File: src/hw/rtl/efcp_pkg.sv
`timescale 1ns / 1ps

package efcp_pkg;

	// Field widths fixed by the frame format.
	localparam int ANGLE_W  = 12;
	localparam int STATUS_W = 5;
	localparam int RETRY_W  = 3;
	localparam int CHK_W    = 17;

	// Status codes that mark a good frame.
	localparam logic [STATUS_W-1:0] STATUS_OK_A = 5'h10;
	localparam logic [STATUS_W-1:0] STATUS_OK_B = 5'h13;

	// Half a turn in angle counts.
	localparam logic [ANGLE_W-1:0] HALF_TURN = 12'd2048;

	// Reset value of the retry limit register.
	localparam logic [RETRY_W-1:0] RETRY_RESET = 3'd4;

	// One accepted sample handed from the front end to the back end.
	typedef struct packed {
		logic [ANGLE_W-1:0] angle;
		logic               channel;
		logic               forced;
	} sample_t;

endpackage

File: src/hw/rtl/efcp_fifo.sv
`timescale 1ns / 1ps

module efcp_fifo
	import efcp_pkg::*;
#(
	parameter int DEPTH = 2
) (
	input  logic    clk,
	input  logic    arst_n,
	input  logic    push,
	input  sample_t push_data,
	output logic    full,
	input  logic    pop,
	output logic    not_empty,
	output sample_t head
);

	localparam int PTR_W = (DEPTH > 1) ? $clog2(DEPTH) : 1;
	localparam int CNT_W = $clog2(DEPTH + 1);

	sample_t            mem_q [DEPTH];
	logic [PTR_W-1:0]   wr_ptr_q;
	logic [PTR_W-1:0]   rd_ptr_q;
	logic [CNT_W-1:0]   count_q;
	logic               do_push;
	logic               do_pop;

	assign full      = (count_q == CNT_W'(DEPTH));
	assign not_empty = (count_q != '0);
	assign head      = mem_q[rd_ptr_q];
	assign do_push   = push && !full;
	assign do_pop    = pop && not_empty;

	// Storage for queued samples; payload needs no reset.
	always_ff @(posedge clk) begin
		if (do_push) begin
			mem_q[wr_ptr_q] <= push_data;
		end
	end

	// Pointers wrap at the queue depth.
	always_ff @(posedge clk or negedge arst_n) begin
		if (!arst_n) begin
			wr_ptr_q <= '0;
			rd_ptr_q <= '0;
			count_q  <= '0;
		end else begin
			if (do_push) begin
				wr_ptr_q <= (wr_ptr_q == PTR_W'(DEPTH - 1)) ? '0 : wr_ptr_q + 1'b1;
			end
			if (do_pop) begin
				rd_ptr_q <= (rd_ptr_q == PTR_W'(DEPTH - 1)) ? '0 : rd_ptr_q + 1'b1;
			end
			if (do_push && !do_pop) begin
				count_q <= count_q + 1'b1;
			end else if (do_pop && !do_push) begin
				count_q <= count_q - 1'b1;
			end
		end
	end

endmodule

File: src/hw/rtl/efcp_front.sv
`timescale 1ns / 1ps

module efcp_front
	import efcp_pkg::*;
#(
	parameter int CHANNEL_COUNT = 2
) (
	input  logic               clk,
	input  logic               arst_n,
	input  logic [RETRY_W-1:0] retry_limit,
	input  logic               accept,
	input  logic [7:0]         frame_byte_hi,
	input  logic [7:0]         frame_byte_mid,
	input  logic [7:0]         frame_byte_lo,
	input  logic               channel,
	output logic               push,
	output sample_t            push_data
);

	localparam int CH_IDX_W = (CHANNEL_COUNT > 1) ? $clog2(CHANNEL_COUNT) : 1;

	logic [RETRY_W-1:0]  reject_q [CHANNEL_COUNT];
	logic [CH_IDX_W-1:0] ch_idx;
	logic                ch_ok;
	logic [CHK_W-1:0]    checked;
	logic [STATUS_W-1:0] status;
	logic                parity_bit;
	logic                good;
	logic                forced_now;
	logic                take;

	// Unpack the frame: the checked word is bits 22 down to 6 of the three bytes.
	assign checked    = {frame_byte_hi[6:0], frame_byte_mid, frame_byte_lo[7:6]};
	assign status     = {frame_byte_mid[2:0], frame_byte_lo[7:6]};
	assign parity_bit = frame_byte_lo[5];

	assign ch_idx = CH_IDX_W'(channel);
	assign ch_ok  = (32'(channel) < CHANNEL_COUNT);

	// Classify: even parity and a known status code, or forced after retries.
	assign good       = ((^checked) == parity_bit)
		&& ((status == STATUS_OK_A) || (status == STATUS_OK_B));
	assign forced_now = (reject_q[ch_idx] >= retry_limit);
	assign take       = accept && ch_ok && (forced_now || good);

	assign push            = take;
	assign push_data.angle = checked[CHK_W-1 -: ANGLE_W];
	assign push_data.channel = channel;
	assign push_data.forced  = forced_now;

	// Per-channel count of dropped frames since the last taken one.
	always_ff @(posedge clk or negedge arst_n) begin
		if (!arst_n) begin
			for (int i = 0; i < CHANNEL_COUNT; i++) begin
				reject_q[i] <= '0;
			end
		end else if (accept && ch_ok) begin
			if (forced_now || good) begin
				reject_q[ch_idx] <= '0;
			end else begin
				reject_q[ch_idx] <= reject_q[ch_idx] + 1'b1;
			end
		end
	end

endmodule

File: src/hw/rtl/efcp_back.sv
`timescale 1ns / 1ps

module efcp_back
	import efcp_pkg::*;
#(
	parameter int SAMPLES_PER_PICK = 3,
	parameter int CHANNEL_COUNT    = 2
) (
	input  logic               clk,
	input  logic               arst_n,
	input  logic               avail,
	input  sample_t            sample,
	output logic               pop,
	output logic               out_valid,
	input  logic               out_ready,
	output logic [ANGLE_W-1:0] angle,
	output logic               out_channel,
	output logic               forced
);

	localparam int CH_IDX_W = (CHANNEL_COUNT > 1) ? $clog2(CHANNEL_COUNT) : 1;
	localparam int CNT_W    = $clog2(SAMPLES_PER_PICK + 1);

	logic [ANGLE_W-1:0]  last_q      [CHANNEL_COUNT];
	logic [ANGLE_W-1:0]  best_q      [CHANNEL_COUNT];
	logic [ANGLE_W-1:0]  best_dist_q [CHANNEL_COUNT];
	logic [CNT_W-1:0]    count_q     [CHANNEL_COUNT];
	logic                forced_seen_q [CHANNEL_COUNT];

	logic                out_valid_q;
	logic [ANGLE_W-1:0]  angle_q;
	logic                out_channel_q;
	logic                forced_q;

	logic [CH_IDX_W-1:0] ch_idx;
	logic [ANGLE_W-1:0]  diff;
	logic [ANGLE_W-1:0]  gap;
	logic                first;
	logic                closer;
	logic                closing;
	logic [ANGLE_W-1:0]  best_next;
	logic [ANGLE_W-1:0]  best_dist_next;
	logic                forced_any;

	assign ch_idx = CH_IDX_W'(sample.channel);

	// Wrapped distance from the sample to the channel's last picked angle.
	assign diff = sample.angle - last_q[ch_idx];
	assign gap  = (diff > HALF_TURN) ? (ANGLE_W'(0) - diff) : diff;

	// Running minimum; a tie keeps the earlier sample.
	assign first          = (count_q[ch_idx] == '0);
	assign closer         = first || (gap < best_dist_q[ch_idx]);
	assign best_next      = closer ? sample.angle : best_q[ch_idx];
	assign best_dist_next = closer ? gap : best_dist_q[ch_idx];
	assign closing        = (count_q[ch_idx] == CNT_W'(SAMPLES_PER_PICK - 1));
	assign forced_any     = forced_seen_q[ch_idx] | sample.forced;

	// A sample that completes a pick waits for room in the output register.
	assign pop = avail && (!closing || !out_valid_q || out_ready);

	// Per-channel gathering state.
	always_ff @(posedge clk or negedge arst_n) begin
		if (!arst_n) begin
			for (int i = 0; i < CHANNEL_COUNT; i++) begin
				last_q[i]        <= '0;
				count_q[i]       <= '0;
				forced_seen_q[i] <= 1'b0;
			end
		end else if (pop) begin
			if (closing) begin
				last_q[ch_idx]        <= best_next;
				count_q[ch_idx]       <= '0;
				forced_seen_q[ch_idx] <= 1'b0;
			end else begin
				count_q[ch_idx]       <= count_q[ch_idx] + 1'b1;
				forced_seen_q[ch_idx] <= forced_any;
			end
		end
	end

	// Running best of the current group; always written before it is read.
	always_ff @(posedge clk) begin
		if (pop) begin
			best_q[ch_idx]      <= best_next;
			best_dist_q[ch_idx] <= best_dist_next;
		end
	end

	// Output register holds a pick until it is taken.
	always_ff @(posedge clk or negedge arst_n) begin
		if (!arst_n) begin
			out_valid_q <= 1'b0;
		end else if (pop && closing) begin
			out_valid_q <= 1'b1;
		end else if (out_ready) begin
			out_valid_q <= 1'b0;
		end
	end

	always_ff @(posedge clk) begin
		if (pop && closing) begin
			angle_q       <= best_next;
			out_channel_q <= sample.channel;
			forced_q      <= forced_any;
		end
	end

	assign out_valid   = out_valid_q;
	assign angle       = angle_q;
	assign out_channel = out_channel_q;
	assign forced      = forced_q;

endmodule

File: src/hw/rtl/encoder_frame_check_and_pick.sv
`timescale 1ns / 1ps

// Encoder frame check and pick. Each input beat is one raw three-byte angle
// frame for one encoder channel. A frame with bad parity or an unknown status
// is dropped; after retry_limit drops on a channel the next frame is taken
// unchecked and the pick it joins is flagged as forced. Every
// SAMPLES_PER_PICK taken frames of a channel produce one output beat: the
// angle nearest (modulo one turn) to that channel's previous pick, the
// earlier one on a tie. The block takes one frame per clock while the queue
// has room. A pick reaches the output through two registers: the completing
// frame enters the two-entry queue, then the combinational distance compare
// loads the output register from the queue head. While a pick waits in the
// output register, a frame that would complete another pick stays at the
// head of the queue, and input stops once both queue entries are full.
// retry_limit resets to 4 and is written through cfg_we and cfg_wdata; the
// user must write it only while the block is idle; nothing enforces this.
module encoder_frame_check_and_pick
	import efcp_pkg::*;
#(
	parameter int SAMPLES_PER_PICK = 3,
	parameter int CHANNEL_COUNT    = 2
) (
	input  logic               clk,
	input  logic               arst_n,
	input  logic               cfg_we,
	input  logic [RETRY_W-1:0] cfg_wdata,
	input  logic               in_valid,
	output logic               in_ready,
	input  logic [7:0]         frame_byte_hi,
	input  logic [7:0]         frame_byte_mid,
	input  logic [7:0]         frame_byte_lo,
	input  logic               channel,
	output logic               out_valid,
	input  logic               out_ready,
	output logic [ANGLE_W-1:0] angle,
	output logic               out_channel,
	output logic               forced
);

	logic [RETRY_W-1:0] retry_limit_q;
	logic               q_full;
	logic               q_push;
	sample_t            q_push_data;
	logic               q_pop;
	logic               q_avail;
	sample_t            q_head;

	// Retry limit register.
	always_ff @(posedge clk or negedge arst_n) begin
		if (!arst_n) begin
			retry_limit_q <= RETRY_RESET;
		end else if (cfg_we) begin
			retry_limit_q <= cfg_wdata;
		end
	end

	assign in_ready = !q_full;

	efcp_front #(
		.CHANNEL_COUNT (CHANNEL_COUNT)
	) u_front (
		.clk            (clk),
		.arst_n         (arst_n),
		.retry_limit    (retry_limit_q),
		.accept         (in_valid && in_ready),
		.frame_byte_hi  (frame_byte_hi),
		.frame_byte_mid (frame_byte_mid),
		.frame_byte_lo  (frame_byte_lo),
		.channel        (channel),
		.push           (q_push),
		.push_data      (q_push_data)
	);

	efcp_fifo #(
		.DEPTH (2)
	) u_fifo (
		.clk       (clk),
		.arst_n    (arst_n),
		.push      (q_push),
		.push_data (q_push_data),
		.full      (q_full),
		.pop       (q_pop),
		.not_empty (q_avail),
		.head      (q_head)
	);

	efcp_back #(
		.SAMPLES_PER_PICK (SAMPLES_PER_PICK),
		.CHANNEL_COUNT    (CHANNEL_COUNT)
	) u_back (
		.clk         (clk),
		.arst_n      (arst_n),
		.avail       (q_avail),
		.sample      (q_head),
		.pop         (q_pop),
		.out_valid   (out_valid),
		.out_ready   (out_ready),
		.angle       (angle),
		.out_channel (out_channel),
		.forced      (forced)
	);

endmodule
File: config.mk
export PLATFORM = sky130hd
export DESIGN_NAME = encoder_frame_check_and_pick
export DESIGN_NICKNAME = d
export VERILOG_FILES = /design/src/hw/rtl/efcp_pkg.sv /design/src/hw/rtl/efcp_fifo.sv /design/src/hw/rtl/efcp_front.sv /design/src/hw/rtl/efcp_back.sv /design/src/hw/rtl/encoder_frame_check_and_pick.sv
export SDC_FILE = /design/constraint.sdc
export NUM_CORES = 1
export LEC_CHECK = 0
export BUFFER_PORTS_ARGS = -buffer_cell sky130_fd_sc_hd__buf_2
export CORE_AREA = 3 3 147 178
export CTS_BUF_LIST = sky130_fd_sc_hd__clkbuf_4
export DETAILED_ROUTE_END_ITERATION = 16
export DIE_AREA = 0 0 150 181
export GPL_ROUTABILITY_DRIVEN = 0
export PLACE_DENSITY = 0.53
export SETUP_SLACK_MARGIN = 0.05
export SLEW_MARGIN = 5
export SYNTH_ARGS = -nofsm -noshare
export SYNTH_HDL_FRONTEND = slang
export SYNTH_HIERARCHICAL = 1
export SYNTH_SLANG_ARGS = --single-unit
File: constraint.sdc
create_clock -name clk -period 7 [get_ports clk]
set_input_delay 0.7 -clock clk [delete_from_list [all_inputs] [get_ports clk]]
set_output_delay 0.7 -clock clk [all_outputs]
set_load 0.005 [all_outputs]
==> impl_metrics.toml <==
[critical_path]
endpoint_kind = "register"
max_stage_delay_ns = 0.63
path_cells = "mux2_4 > mux2_2 > ha_1 > fa_1 > nor2b_4 > o211a_1 > o311a_1 > o21ai_0 > a2111oi_4 > a211oi_1 > xnor2_1 > ha_1 > nand2_1 > a211o_1 > o211ai_1 > a21o_1 > nor4_1 > mux2_2 > nor3_1"
path_class = "reg2reg"
cp_slowest_cell = "a2111oi_4"
critPathTopFamily = "compound AO/OA/AOI/OAI gates"
cp.arrival_ns = 6.58
crit_fanout = 30
critPathRequiredTime_ns = 7.33
crit_buf_inv = 0
startpoint_type = "register"

[global_routing]
antenna_found_initial = 1
grt_overflow = 0
grt_max_degree = 45
grt_pass1_wl_um = 24650
grtUsageTotal = 0.1144
grt_pass1_vias = 4900

[clock_network]
cts_buffer_depth = 2
cts_setup_buffers = 0
htree_levels = 4
cts_sinks = 134
cts_tree = "yes"
cts-root-buf = "clkbuf_4"
cts_resized = 0
postCtsHoldBufs = 0
cts_buffers = 17
worstSkewPairLatency_ns = 0.53
clk_pin_slew_ns = 0.12

[yosys]
synth_top_area_frac = 0.3686
synth-main-ff-cell = "edfxtp_1"
yosysTopAreaCell = "edfxtp_1"
synth_area_per_cell_sq_um = 12.24
syn-cell-area_sq_mm = 0.007332
synth_seq_cells = 134
synth_top_cells_by_area = "edfxtp_1, dfrtp_1, mux2_2"
yosysSeqAreaShare = 0.5189
synth_edf_count = 90
synth_nets = 666
synth_cells = 599
synthArstFlopShare = 0.3284
yosysUniqueCellTypes = 71
ys_warn_count = 6

[routing]
wirelength_um = 15140
first_pass_iters = 5
drt_iter0_markers = 210
vias = 4853
final_antenna_net_count = 0
drc_errors = 0
vias_per_cell = 4.977
wire_per_inst_um = 15.53

[final_layout]
final_net_count = 703
final_cell_mix = "edfxtp_1, dfrtp_1, buf_2"
area_growth_pct = 10.89
mostFrequentLayoutCell = "edfxtp_1"
fillers = 2492
drive_above_1_share = 0.2265

[timing]
finalCriticalPeriod_ns = 6.245
fin_crit_sh = 0.8922
setup_viol = 0
fmax_ghz = 0.1601
worstMarginPinSlew_ns = 1.192
rsz0062_at_grt = "no"
timing_hold_violations_final = 0
whs_ns = 0.3530
tns_ns = 0
finClkSkew_ns = 0.01127
finalMaxSlewViolations = 0
slew_headroom = 0.2024

[die]
initial_core_util = 0.2981
io_pins = 49
chipWidth_um = 150
core_area_sq_mm = 0.02459
rows = 63
dieHeight_um = 181
dieArea_sq_mm = 0.02715

[flow_run]
drv_cap = 0

[placed_design]
dp_hpwl_um = 11150
io_buffers = 42

[min_path]
hold_path.class = "in2async"

[outcome]
status = "complete, no violations"
## path summary, 6_finish.rpt
check,endpoint,start,cells past startpoint,slack (ns)
setup reg to reg,u_back/best_dist_q[0][10],u_fifo/rd_ptr_q,19,0.75
hold / removal,u_back/last_q[9],arst_n,1,0.35
hold reg to reg,u_back/count_q[0],u_back/count_q[0],1,0.48
min in group clk,u_fifo/mem_q[0][2],frame_byte_mid[3],1,0.38
setup / recovery,u_back/best_dist_q[0][10],u_fifo/rd_ptr_q,19,0.75
max in group asynchronous,u_back/count_q[0],arst_n,1,6.01
## registers in the layout, indices dropped and copies added, names as in the netlist
| name | flops |
|---|---|
| u_fifo/rd_ptr_q | 1 |
| u_back/forced_seen_q | 2 |
| u_fifo/wr_ptr_q | 1 |
| u_back/angle | 12 |
| u_front/reject_q | 6 |
| u_back/forced | 1 |
| u_back/out_channel | 1 |
| u_back/best_dist_q | 24 |
| u_back/best_q | 24 |
| u_fifo/mem_q | 28 |
| retry_limit_q | 3 |
| u_back/last_q | 24 |
| u_back/count_q | 4 |
| u_fifo/count_q | 2 |
| u_back/out_valid | 1 |
## cell families after synthesis
logic type,synth area share
DFF,0.5189
xor gates and xnor gates,0.04300
AOI/OAI and AO/OA,0.1053
buffers and inverters,0.04334
and+or+nand+nor,0.09454
muxes,0.1358
adders and majority gates,0.05905
## synthesized netlist by cell type, types with 2 or more instances
| cell type | count |
|---|---|
| mux2_2 | 40 |
| o41ai_1 | 5 |
| xnor2_1 | 24 |
| nand2b_1 | 9 |
| buf_1 | 4 |
| nand4_1 | 3 |
| o21a_1 | 5 |
| or2_2 | 3 |
| inv_1 | 26 |
| nor2_1 | 20 |
| a22oi_1 | 4 |
| and2_1 | 3 |
| clkbuf_1 | 11 |
| nor3_1 | 17 |
| ha_1 | 33 |
| dfrtp_1 | 43 |
| nor4_1 | 7 |
| nand2_1 | 35 |
| buf_2 | 4 |
| and3_1 | 4 |
| edfxtp_1 | 90 |
| o211ai_1 | 6 |
| a2111oi_0 | 2 |
| o211a_1 | 2 |
| xor2_1 | 12 |
| buf_4 | 15 |
| a211oi_1 | 6 |
| nand3_1 | 14 |
| a211o_1 | 5 |
| nor3b_1 | 3 |
| a21o_1 | 6 |
| o2111ai_1 | 3 |
| a32oi_1 | 2 |
| mux2_4 | 9 |
| a21oi_1 | 17 |
| o21ai_0 | 26 |
| or3_1 | 3 |
| nor2b_1 | 5 |
| mux2i_1 | 41 |
## per-layer routing
layer / part of all wire / vias up / track usage
met4: 0.016 / 0 / 0.04174
li1: - / 2313 / -
met1: 0.42 / 2414 / 0.1296
met5: 0 / - / 0
met3: 0.030 / 22 / 0.02333
met2: 0.54 / 104 / 0.2096
## layout make-up
cell class,count,area (sq um),area share
antenna,1,2.502,0.0003078
timing repair buffer,54,300.3,0.03693
clock buffer,17,127.6,0.01570
tap,325,406.6,0.05002
sequential,134,3805,0.4680
clock inverter,15,177.7,0.02185
multi-input combinational,403,3213,0.3952
inverter,26,97.59,0.01200
## through the flow
step / utilization / instance area, sq um / std cells / setup slack (ns)
2_1_floorplan: - / 7332 / 599 / 0.2610
3_3_place_gp: 0.3181 / 7823 / 942 / 0.9774
3_5_place_dp: 0.3181 / 7823 / 942 / 0.8099
5_1_grt: 0.3306 / 8130 / 975 / 0.4070
6_report: 0.3306 / 8130 / 975 / 0.7547
4_1_cts: 0.3305 / 8128 / 974 / 0.7332
Power is left out: the tool's default activity adds up to more than one toggle a clock period on the data nets, which glitch-free logic cannot reach.
